===== src/sv/mf3_pkg.sv =====
`timescale 1ns / 1ps
// -----------------------------------------------------------------------------
// mf3_pkg
// Shared types, constants and compare helpers for the 3x3 median filter.
// -----------------------------------------------------------------------------
package mf3_pkg;

  localparam int MAX_WIDTH  = 1024;
  localparam int MAX_HEIGHT = 1024;
  localparam int PIXEL_BITS = 8;
  localparam int COL_BITS   = $clog2(MAX_WIDTH);
  localparam int DIM_BITS   = 11;
  localparam int ADDR_BITS  = 3;
  localparam int DATA_BITS  = 32;
  localparam int WIN_SIZE   = 3;
  localparam int FIFO_DEPTH = 8;
  localparam int PTR_BITS   = $clog2(FIFO_DEPTH);
  localparam int CNT_BITS   = PTR_BITS + 1;

  localparam int RESET_WIDTH  = 640;
  localparam int RESET_HEIGHT = 480;

  typedef logic [PIXEL_BITS-1:0] pix_t;
  typedef logic [COL_BITS-1:0]   col_t;
  typedef logic [DIM_BITS-1:0]   dim_t;
  typedef logic [PTR_BITS-1:0]   ptr_t;
  typedef logic [CNT_BITS-1:0]   cnt_t;

  typedef logic [WIN_SIZE-1:0][WIN_SIZE-1:0][PIXEL_BITS-1:0] win_t;

  typedef enum logic {
    OP_PIXEL = 1'b0,
    OP_DRAIN = 1'b1
  } op_t;

  typedef enum logic {
    REG_WIDTH  = 1'b0,
    REG_HEIGHT = 1'b1
  } reg_idx_t;

  typedef struct packed {
    logic emit;
    logic border;
    logic last;
  } tag_t;

  typedef struct packed {
    logic adv;
    col_t col;
    pix_t pix;
    tag_t tag;
  } step_t;

  typedef struct packed {
    logic valid;
    logic border;
    logic last;
  } stage_t;

  typedef struct packed {
    logic valid;
    pix_t pix;
    logic last;
  } res_t;

  typedef struct packed {
    pix_t lo;
    pix_t md;
    pix_t hi;
  } sort3_t;

  function automatic pix_t pmin(pix_t a, pix_t b);
    return (a < b) ? a : b;
  endfunction

  function automatic pix_t pmax(pix_t a, pix_t b);
    return (a < b) ? b : a;
  endfunction

  function automatic sort3_t sort3(pix_t a, pix_t b, pix_t c);
    pix_t   x;
    pix_t   y;
    pix_t   t;
    sort3_t s;
    x    = pmin(a, b);
    y    = pmax(a, b);
    s.lo = pmin(x, c);
    t    = pmax(x, c);
    s.md = pmin(y, t);
    s.hi = pmax(y, t);
    return s;
  endfunction

  function automatic dim_t clamp_dim(dim_t raw, dim_t limit);
    dim_t v;
    if (raw == '0) begin
      v = DIM_BITS'(1);
    end else if (raw > limit) begin
      v = limit;
    end else begin
      v = raw;
    end
    return v;
  endfunction

endpackage


===== src/sv/mf3_out_fifo.sv =====
`timescale 1ns / 1ps
// -----------------------------------------------------------------------------
// mf3_out_fifo
// Result queue between the filter pipeline and the output channel.
// -----------------------------------------------------------------------------
module mf3_out_fifo import mf3_pkg::*; (
  input  logic clk,
  input  logic rst,
  input  res_t res,
  input  logic result_stall,
  output logic result_valid,
  output pix_t pixel_out,
  output logic frame_last,
  output cnt_t count
);

  pix_t q_pix  [FIFO_DEPTH];
  logic q_last [FIFO_DEPTH];
  ptr_t wr_ptr;
  ptr_t rd_ptr;
  logic pop;

  assign result_valid = count != '0;
  assign pop          = result_valid & ~result_stall;
  assign pixel_out    = q_pix[rd_ptr];
  assign frame_last   = q_last[rd_ptr];

  always_ff @(posedge clk) begin
    if (res.valid) begin
      q_pix[wr_ptr]  <= res.pix;
      q_last[wr_ptr] <= res.last;
    end
  end

  always_ff @(posedge clk) begin
    if (rst) begin
      wr_ptr <= '0;
      rd_ptr <= '0;
      count  <= '0;
    end else begin
      wr_ptr <= wr_ptr + PTR_BITS'(res.valid);
      rd_ptr <= rd_ptr + PTR_BITS'(pop);
      count  <= count + CNT_BITS'(res.valid) - CNT_BITS'(pop);
    end
  end

endmodule


===== config.mk =====
export PLATFORM = sky130hd
export DESIGN_NAME = mf3_out_fifo
export DESIGN_NICKNAME = d
export VERILOG_FILES = /design/src/sv/mf3_pkg.sv /design/src/sv/mf3_out_fifo.sv
export SDC_FILE = /design/constraint.sdc
export NUM_CORES = 1
export LEC_CHECK = 0
export BUFFER_PORTS_ARGS = -buffer_cell sky130_fd_sc_hd__clkbuf_2
export CORE_ASPECT_RATIO = 0.7
export CORE_MARGIN = 2
export CORE_UTILIZATION = 50
export CTS_CLUSTER_SIZE = 25
export DETAILED_ROUTE_END_ITERATION = 12
export GPL_ROUTABILITY_DRIVEN = 0
export GPL_TIMING_DRIVEN = 0
export MAX_ROUTING_LAYER = met4
export PLACE_DENSITY_LB_ADDON = 0.15
export SETUP_SLACK_MARGIN = 0.15
export SLEW_MARGIN = 20
export SYNTH_ARGS = -nofsm -noshare
export SYNTH_HDL_FRONTEND = slang
export SYNTH_SLANG_ARGS = --single-unit

===== constraint.sdc =====
create_clock -name clk -period 2.8 [get_ports clk]
set_clock_uncertainty 0.2 [all_clocks]
set_input_delay 0.14 -clock clk [delete_from_list [all_inputs] [get_ports clk]]
set_output_delay 0.14 -clock clk [all_outputs]
set_load 0.02 [all_outputs]

Word level (Yosys, flattened, before mapping) --
Memory sizes are Yosys's and may differ from the RTL's. A register that Yosys moved wholly into a read port is not among the register bits. Cells that the tools add are included.
Word-level totals: bits in registers 10, latch bits 0, bits in writable memories 72, memory bits (read-only) 0, input port bits 13, output and inout port bits 14, memories kept 2
Operators by class: add/subtract/negate cells 4, multiply operators 0, divide/modulo/power cells 0, order comparisons 0, equality and inequality tests 0, shift operators 0, mux-type cells 4, bitwise operators 2, reductions and logical operators 1
Memory list:
- q_pix | words 8, width 8, rd ports 1, clocked after memory_dff 1, wr ports 1, RTL line mf3_out_fifo.sv:17 | pix_t q_pix [FIFO_DEPTH];
- q_last | words 8, width 1, rd ports 1, clocked after memory_dff 1, wr ports 1, RTL line mf3_out_fifo.sv:18 | logic q_last [FIFO_DEPTH];
Operators with widths (number):
- 3-bit by 1-bit adder with 3-bit output | 2
- 3-bit 2-to-1 mux | 2
- 4-bit by 1-bit adder with 4-bit output | 1
- 4-bit nonzero test | 1
- 4-bit by 1-bit subtractor with 4-bit output | 1
- 1-bit 2-to-1 mux | 2
- 1-bit AND | 1
- 1-bit inverter | 1

Depth between registers and ports, before layout --
Gate-level depths: netlist (run 1).
word-level depth 4, mapped depth 10, gate-level depth less buffers 10

Worst setup path before layout (run 1) --
Ideal clock, no wire load.
path type reg2reg, start reg count[2], end reg count[2], setup time 128 ps, arrival time 2028 ps, slack 444 ps, stages on the path, launching flop included 11, path buffers 0, clock period less this slack 2356 ps, cell sequence dfxtp_1 -> inv_1 -> ha_1 -> nor3b_1 -> nor3_1 -> a21o_1 -> ha_1 -> inv_1 -> fa_1 -> xor2_1 -> nor2_1
On the way: cells in the longest elaborated chain, start to end 3, elaborated cells between the ends (all ways) 4
Ends and longest elaborated chain:
- start, declared | RTL line mf3_out_fifo.sv:14 | output cnt_t count
- start signal, assigned | RTL line mf3_out_fifo.sv:43 | count <= count + CNT_BITS'(res.valid) - CNT_BITS'(pop);
- branches (longest 2 deep; another with 4-bit by 1-bit adder with 4-bit output)
- 4-bit by 1-bit subtractor with 4-bit output * | RTL line mf3_out_fifo.sv:43
Every way passes the cells marked *. A chain may end at the register's enable or synchronous reset.

Worst setup path in the final report (run 1) --
start reg count[2], end reg count[1]
On the way: cells in the longest elaborated chain, start to end 3
Ends and longest elaborated chain:
- 4-bit nonzero test | RTL line mf3_out_fifo.sv:23 | assign result_valid = count != '0;
- 1-bit AND | RTL line mf3_out_fifo.sv:24 | assign pop = result_valid & ~result_stall;
- 4-bit by 1-bit subtractor with 4-bit output | RTL line mf3_out_fifo.sv:43
Every way passes these cells.

==> results of run 1 <==
==> metal layers <==
layer | track usage, % | vias to the layer above
li1 | - | 775
met1 | 22.8 | 849
met2 | 30.5 | 32
met3 | 5.49 | 8
met4 | 5.56 | 0
met5 | - | -
==> final cells by class <==
class | instances | area share [%]
flip-flops and latches | 82 | 60.5
clock inverters | 5 | 2.05
inverters | 6 | 0.577
plain buffers | 6 | 1.25
well taps | 91 | 2.92
clock buffers | 10 | 3.27
repair buffers | 38 | 6.28
multi-input cells | 72 | 23.1
==> critical path: cells and delay by family, from the launching register on <==
kind	cells	cell delay (ns)
fa+ha+maj	3	0.77
simple gates	3	0.71
flops	1	0.32
compound gates	1	0.18
buf+inv	2	0.16
==> stage by stage <==
| step | cell area [um^2] | hold WS (ns) | cells |
|---|---|---|---|
| floorplan | 3320 | 0.0389 | 166 |
| global placement | 3570 | 0.199 | 283 |
| detailed placement | 3590 | 0.219 | 285 |
| CTS | 3900 | 0.0125 | 310 |
| global route | 3900 | 0.0575 | 310 |
| finish | 3900 | 0.0123 | 310 |
==> Yosys cell counts (2+ instances only) <==
master | n | share of area, %
ha_1 | 7 | 2.6
dfxtp_1 | 10 | 6.0
nor2b_1 | 4 | 0.75
nand2b_1 | 4 | 0.75
a21oi_1 | 3 | 0.45
nor2_1 | 11 | 1.2
mux4_1 | 18 | 14
nand2_1 | 2 | 0.23
nor3_1 | 3 | 0.45
inv_1 | 6 | 0.68
mux2_2 | 8 | 2.7
buf_2 | 2 | 0.30
nor3b_1 | 2 | 0.45
xnor2_1 | 2 | 0.53
edfxtp_1 | 72 | 65
==> report_power, final <==
part | switching [uW] | total (uW) | internal (uW)
logic | 329 | 590 | 261
clock network | 399 | 895 | 496
registers | 32.5 | 1420 | 1390
==> sequential cells by signal, summed over array words and instances, names as in the netlist <==
| name | flops |
|---|---|
| wr_ptr | 3 |
| q_pix | 64 |
| q_last | 8 |
| count | 4 |
| rd_ptr | 3 |
==> timing repair <==
action / CTS / global route
resized for setup: 0 / 1
setup endpoints to repair: 0 / 1
endpoints found under the hold margin: 73 / 0
hold buffers: 10 / 0
==> cell families (layout without fill, tap and decap cells) <==
logic type               count (synthesis)  in the layout  synth area share [%]
AND/OR/NAND/NOR                         28             28                  4.22
adder cells (fa/ha/maj)                  8              8                  3.24
buffers and inverters                   12             65                  2.15
multiplexers                            27             27                  17.4
AO/OA/AOI/OAI                            6              6                  1.09
flip-flops                              82             82                  71.1
XOR/XNOR                                 3              3                 0.791
==> worst max path at each step <==
stage	start	end	cells after the start
after floorplan	count[2]	count[2]	10
after global placement	wr_ptr[1]	q_pix[0][6]	2
after detailed placement	count[2]	count[2]	10
after CTS	count[2]	count[2]	10
after global routing	count[2]	count[1]	9
final	count[2]	count[1]	9
==> impl_metrics.py, run 1 <==
metrics = {
    "synthesis": {
        "synth_warnings": 0,
        "synth_fp_nets": 187,
        "netlist_area_mm2": 0.00332,
        "yosysUniqueCellTypes": 27,
        "ys_seq_elements": 82,
        "synth_area_per_cell_um2": 20.0,
        "ys.flop_type": "edfxtp_1",
        "synth_edf_count": 72,
        "synth.yosys.seq_area_share_pct": 71.1,
        "syn_inst": 166,
        "synthArstFlopShare_pct": 0,
    },
    "sta": {
        "fin_ws_ns": 0.398,
        "setup_viol": 0,
        "rsz0062_at_grt": "no",
        "slew_headroom_pct": 27.3,
        "period_minus_slack_ns": 2.40,
        "slew_violations": 0,
        "setup_tns_ns": 0,
        "period_share_pct": 85.8,
        "hold_viol": 0,
        "timing.fmax_ghz": 0.416,
        "tightest_slew_ns": 1.09,
    },
    "drt": {
        "highest_layer": "met4",
        "first_iter_violations": 143,
        "dr.pass1.iters": 4,
        "vias_per_cell": 5.37,
        "drcViolationCount": 0,
        "postRouteAntennaNets": 0,
        "met1_length_um": 2650,
        "wl_met3_um": 203,
        "wl_per_cell_um": 19.4,
        "wl_met2_um": 3100,
        "vias": 1664,
        "wirelength_um": 6030,
    },
    "pwr": {
        "power_per_cell_area_mw_per_mm2": 744,
        "power_leakage_uw": 0.00137,
        "peakVddDrop_mv": 0.442,
        "power_uw": 2900,
    },
    "critical_path": {
        "crit_chain": "inv_1 > ha_1 > nor3b_1 > nor3_2 > a21o_1 > ha_1 > inv_1 > fa_1 > nor2_1",
        "cp.required_ns": 2.88,
        "arrival_ns": 2.48,
        "reg2reg_from": "count[2]",
        "r2r_slack_ns": 0.40,
        "end_kind": "flip-flop",
        "cpPeakStageDelay_ns": 0.47,
        "worst-setup-path-type": "reg2reg",
        "r2r_end": "count[1]",
        "critPathMaxFanout": 5,
        "slowest_stage": "nor3b_1",
        "worstSetupStartpointType": "flip-flop",
        "reg2reg_depth": 9,
    },
    "die": {
        "start_util_pct": 52.4,
        "die_y_um": 72.2,
        "rows": 24,
        "ios": 27,
        "dieWidth_um": 101,
        "core-area_mm2": 0.00634,
        "dieArea_mm2": 0.00732,
    },
    "placement": {
        "io_buffers": 26,
        "post-place-ws_ns": 0.259,
        "place_hpwl_um": 3930,
    },
    "clocking": {
        "cts_tree": "built",
        "numClockSinks": 82,
        "clock-root-buffer": "clkbuf_8",
        "cts_max_path_buffers": 2,
        "cts-buffers-inserted": 9,
        "path_clk_slew_ns": 0.08,
        "htreeDepth": 3,
        "post_cts_buffers": 0,
        "insertion_delay_ns": 0.34,
    },
    "hold_path": {
        "worstHoldEndpoint": "count[0]",
        "hold_class": "in2reg",
        "whs_path_depth": 3,
        "holdCritStartpoint": "res[9]",
    },
    "global_routing": {
        "grt_start_max_net_pins": 14,
        "grt_pass1_vias": 1735,
        "gr-total-overflow": 0,
        "antenna_found_initial": 0,
        "grt.total_usage_pct": 18.6,
        "grt_pass1_wl_um": 9080,
    },
    "layout": {
        "syn_to_final_growth_pct": 17.5,
        "layout.nets": 236,
        "final_common_cell": "edfxtp_1",
        "drive_gt1_share_pct": 26.9,
        "nFillCells": 452,
        "multiInputGateArea_um2": 903,
        "regArea_mm2": 0.00236,
        "layout.cells.most_common_list": "edfxtp_1, clkbuf_2, mux4_1",
        "utilization_pct": 61.6,
        "diodes": 0,
    },
    "outcome": {
        "outcome": "finished clean",
    },
    "job": {
        "maxCapViolations": 0,
    },
}
(Power assumes the default switching activity.)
==> run 2: changes to the inputs <==
--- a/config.mk
+++ b/config.mk
@@ -5,7 +5,7 @@
 export SDC_FILE = /design/constraint.sdc
 export NUM_CORES = 1
 export LEC_CHECK = 0
-export BUFFER_PORTS_ARGS = -buffer_cell sky130_fd_sc_hd__clkbuf_2
+export BUFFER_PORTS_ARGS = -buffer_cell sky130_fd_sc_hd__buf_4
 export CORE_ASPECT_RATIO = 0.7
 export CORE_MARGIN = 2
 export CORE_UTILIZATION = 50
==> impl_metrics.py, run 2 (same netlist as run 1, synthesis figures left out) <==
metrics = {
    "layout": {
        "multiInputGateArea_um2": 903,
        "final_common_cell": "edfxtp_1",
        "layout.cells.most_common_list": "edfxtp_1, buf_4, mux4_1",
        "layout.nets": 237,
        "regArea_mm2": 0.00236,
        "diodes": 0,
        "syn_to_final_growth_pct": 19.1,
        "drive_gt1_share_pct": 26.7,
        "nFillCells": 440,
        "regMostFlops": "q_pix",
        "utilization_pct": 62.4,
        "largest_reg_flops": 64,
        "largestRegisters": "q_pix (64), q_last (8), count (4)",
    },
    "die": {
        "ios": 27,
        "die_y_um": 72.2,
        "core-area_mm2": 0.00634,
        "rows": 24,
        "dieArea_mm2": 0.00732,
        "dieWidth_um": 101,
        "start_util_pct": 52.4,
    },
    "sta": {
        "rsz0062_at_grt": "no",
        "setup_tns_ns": 0,
        "period_minus_slack_ns": 2.41,
        "setup_viol": 0,
        "hold_viol": 0,
        "period_share_pct": 86.2,
        "tightest_slew_ns": 1.12,
        "slew_violations": 0,
        "slew_headroom_pct": 24.8,
        "timing.fmax_ghz": 0.414,
    },
    "hold_path": {
        "holdCritStartpoint": "rst",
        "hold_class": "in2reg",
        "worstHoldEndpoint": "count[3]",
        "whs_path_depth": 4,
    },
    "drt": {
        "dr.pass1.iters": 4,
        "wl_per_cell_um": 19.1,
        "first_iter_violations": 109,
        "vias_per_cell": 5.23,
        "vias": 1632,
        "postRouteAntennaNets": 0,
        "wirelength_um": 5960,
        "drcViolationCount": 0,
    },
    "critical_path": {
        "worstSetupStartpointType": "flip-flop",
        "critPathMaxFanout": 10,
        "end_kind": "primary output",
        "cp.required_ns": 2.46,
        "reg2reg_depth": 9,
        "crit_chain": "buf_6 > buf_12 > mux4_1 > mux2_2 > buf_4",
        "reg2reg_from": "count[2]",
        "worst-setup-path-type": "reg2out",
        "arrival_ns": 2.07,
        "r2r_end": "count[1]",
        "r2r_slack_ns": 0.40,
        "cpPeakStageDelay_ns": 0.56,
        "slowest_stage": "mux4_1",
    },
    "clocking": {
        "cts-buffers-inserted": 9,
        "post_cts_buffers": 0,
        "cts_tree": "built",
        "htreeDepth": 3,
        "path_clk_slew_ns": 0.08,
        "clock-root-buffer": "clkbuf_8",
        "numClockSinks": 82,
        "cts_max_path_buffers": 2,
        "insertion_delay_ns": 0.34,
    },
    "global_routing": {
        "globalRouteMet1Util_pct": 24.0,
        "grt_pass1_vias": 1685,
        "grt_start_max_net_pins": 14,
        "grt_use_met3_pct": 6.94,
        "grt.total_usage_pct": 18.8,
        "grt_pass1_wl_um": 9160,
        "use_met2_pct": 29.0,
        "gr-total-overflow": 0,
        "antenna_found_initial": 0,
        "grt.busiest_layer": "met2",
    },
    "placement": {
        "place_hpwl_um": 3750,
        "io_buffers": 26,
    },
    "outcome": {
        "outcome": "finished clean",
    },
    "pwr": {
        "peakVddDrop_mv": 0.331,
        "power_leakage_uw": 0.00138,
        "power_per_cell_area_mw_per_mm2": 717,
    },
    "job": {
        "maxCapViolations": 0,
    },
}
## run 2: changes by cell type in the layout (fill, tap and decap cells not counted)
cell           before  now
clkinv_2            1    3
bufinv_16           2    1
clkinv_1            0    2
clkbuf_2           26    0
clkinvlp_4          2    1
clkbuf_1            2    1
dlygate4sd3_1      10   11
buf_4               2   28
## run 2: stage by stage
stage	std cells	setup WS [ns]	total power (uW)	hold slack [ns]	cell area [um^2]
floorplan	166	0.444	1830	0.0389	3320
global placement	283	0.420	2020	0.165	3630
detailed placement	285	0.294	2060	0.177	3660
CTS	312	0.279	2860	0.0419	3950
global route	312	0.178	2970	0.0750	3960
finish	312	0.386	2840	0.0619	3960
## run 2: timing repair
item                                    4_1_cts  5_1_grt
gates resized for setup                       0        1
hold endpoints to repair                     75        0
hold buffers                                 11        0
endpoints found under the setup margin        0        2
## run 2: layout make-up
class                   instances  share of cell area [%]
plain buffers                   6                    1.23
repair buffers                 39                    8.10
clock buffers                   9                    3.13
clock inverters                 7                    1.52
multi-input cells              72                    22.8
flip-flops and latches         82                    59.7
well taps                      91                    2.88
inverters                       6                   0.569
## run 2: report_power, final
group	total [uW]	internal (uW)	switching, uW	leakage, uW
Clock	799	401	399	0.0000939
Combinational	618	303	315	0.000554
Sequential	1420	1390	33.2	0.000736
Total	2840	2090	747	0.00138
## run 2: how the worst max path moves through the flow
stage | from | end | slack (ns) | cells past startpoint
finish | rd_ptr[1] | frame_last | 0.39 | 5
global route | count[2] | count[1] | 0.18 | 9
CTS | count[2] | count[2] | 0.28 | 10
detailed placement | count[2] | count[2] | 0.29 | 10
global placement | count[2] | count[2] | 0.42 | 10
floorplan | count[2] | count[2] | 0.44 | 10
## run 2: worst max-delay path, delay by kind of cell, from the launching register on
kind,cells,cell delay (ns)
buffers and inverters,3,0.52
flip-flops,1,0.36
multiplexers,2,0.85
## run 2: per-layer routing
layer	up-vias	share of wire, %
met5	-	0
met4	0	1.1
met3	8	3.5
met2	26	47
met1	824	48
li1	774	-
==> run 3: changes to the inputs <==
--- a/config.mk
+++ b/config.mk
@@ -6,12 +6,10 @@
 export NUM_CORES = 1
 export LEC_CHECK = 0
 export BUFFER_PORTS_ARGS = -buffer_cell sky130_fd_sc_hd__buf_4
-export CORE_ASPECT_RATIO = 0.7
 export CORE_MARGIN = 2
 export CORE_UTILIZATION = 50
-export CTS_CLUSTER_SIZE = 25
+export CTS_CLUSTER_SIZE = 8
 export DETAILED_ROUTE_END_ITERATION = 12
-export GPL_ROUTABILITY_DRIVEN = 0
 export GPL_TIMING_DRIVEN = 0
 export MAX_ROUTING_LAYER = met4
 export PLACE_DENSITY_LB_ADDON = 0.15
==> impl_metrics.py, run 3 (same netlist as run 1, synthesis figures left out) <==
metrics = {
    "critical_path": {
        "worstSetupStartpointType": "flip-flop",
        "crit_family": "multiplexers",
        "crit_chain": "buf_6 > buf_12 > mux4_1 > mux2_2 > buf_4",
        "arrival_ns": 2.05,
        "reg2reg_depth": 10,
        "end_kind": "primary output",
        "path_depth": 5,
        "cpPeakStageDelay_ns": 0.55,
        "worst-setup-path-type": "reg2out",
        "cp.required_ns": 2.46,
        "slowest_stage": "mux4_1",
        "path_buf_inv": 3,
        "critPathMaxFanout": 10,
    },
    "layout": {
        "final_cells": 298,
        "largest_reg_flops": 64,
        "regMostFlops": "q_pix",
        "layout.nets": 237,
        "final_common_cell": "edfxtp_1",
        "utilization_pct": 61.6,
        "layout.cells.most_common_list": "edfxtp_1, buf_4, mux4_1",
        "drive_gt1_share_pct": 26.2,
        "largestRegisters": "q_pix (64), q_last (8), count (4)",
        "diodes": 0,
        "syn_to_final_growth_pct": 18.4,
    },
    "clocking": {
        "numClockSinks": 82,
        "cts_resized": 0,
        "cts_max_path_buffers": 2,
        "clock-root-buffer": "clkbuf_8",
        "cts-buffers-inserted": 9,
        "cts_tree": "built",
        "insertion_delay_ns": 0.34,
        "htreeDepth": 3,
        "path_clk_slew_ns": 0.08,
    },
    "placement": {
        "post-place-ws_ns": 0.428,
        "place_inst": 271,
        "io_buffers": 26,
        "place_hpwl_um": 3770,
        "gp_congestion": 0.726,
    },
    "pwr": {
        "p_seq_share_pct": 50.3,
        "p_comb_share_pct": 21.5,
        "power_per_cell_area_mw_per_mm2": 717,
        "p_int_uw": 2090,
        "power_leakage_uw": 0.00138,
        "clkPwrFrac_pct": 28.2,
        "netSwitchingPower_uw": 733,
        "switching_share_pct": 26.0,
        "peakVddDrop_mv": 0.409,
    },
    "global_routing": {
        "antenna_found_initial": 0,
        "grt_start_max_net_pins": 14,
        "grt.total_usage_pct": 17.9,
        "grt_pass1_wl_um": 9110,
        "gr-total-overflow": 0,
        "grt_pass1_vias": 1737,
    },
    "sta": {
        "fin_ws_ns": 0.411,
        "slew_headroom_pct": 28.4,
        "setup_tns_ns": 0,
        "tightest_slew_ns": 1.07,
        "period_share_pct": 85.3,
        "period_minus_slack_ns": 2.39,
        "timing.fmax_ghz": 0.419,
        "slew_violations": 0,
        "setup_viol": 0,
        "rsz0062_at_grt": "no",
        "hold_slack_ns": 0.0595,
        "hold_viol": 0,
    },
    "drt": {
        "dr.pass1.iters": 4,
        "postRouteAntennaNets": 0,
        "wirelength_um": 5830,
        "drcViolationCount": 0,
        "wl_per_cell_um": 19.6,
        "vias_per_cell": 5.51,
        "first_iter_violations": 114,
        "vias": 1641,
    },
    "hold_path": {
        "hold_class": "in2reg",
        "whs_path_depth": 4,
    },
    "die": {
        "ios": 27,
        "dieArea_mm2": 0.00731,
        "start_util_pct": 52.0,
        "core-area_mm2": 0.00639,
        "dieWidth_um": 85.5,
        "rows": 29,
        "die_y_um": 85.5,
    },
    "job": {
        "maxCapViolations": 0,
    },
    "outcome": {
        "outcome": "finished clean",
    },
}
## run 3: worst paths after layout
kind,start,to,slack [ns]
worst min register to register,rd_ptr[0],rd_ptr[0],0.40
worst max-delay path,rd_ptr[1],pixel_out[0],0.41
worst min-delay path,rst,count[3],0.06
worst max register to register,count[2],count[2],0.43
## run 3: power by group through the flow
stage                     combinational (uW)  sequential, uW  clock [uW]
after floorplan                          371            1460           0
final                                    606            1420         796
after global placement                   569            1440           0
after detailed placement                 602            1440           0
after CTS                                616            1420         811
after global routing                     659            1420         855
## run 3: layout make-up
type                            count  area [um^2]
Fill cell                         482         2450
Sequential cell                    82         2360
Multi-Input combinational cell     72          898
Timing Repair Buffer               39          320
Clock buffer                        9          124
Tap cell                           77         96.3
Clock inverter                      7         60.1
Buffer                              6         48.8
Inverter                            6         22.5
## run 3: worst min-delay path, cell delays in order
cell      delay (ns)
buf_4           0.08
nand2b_1        0.09
a21oi_1         0.04
a31o_2          0.20
## run 3: stage by stage
stage	power [uW]	area [um^2]
after CTS	2840	3930
after floorplan	1830	3320
after global routing	2940	3930
after detailed placement	2050	3640
after global placement	2010	3610
final	2820	3930
## run 3: what timing repair did
action,4_1_cts,5_1_grt
buffers inserted,0,0
hold buffers,11,0
endpoints found under the hold margin,74,0
## run 3: layer usage
layer  vias up  wire [um]  GRT usage [%]  part of all wire [%]
met5         -          0              -                     0
met1       817       2470           22.5                    42
li1        769          -              -                     -
met2        44       3030           28.8                    52
met4         0        104           6.93                   1.8
met3        11        226           3.85                   3.9
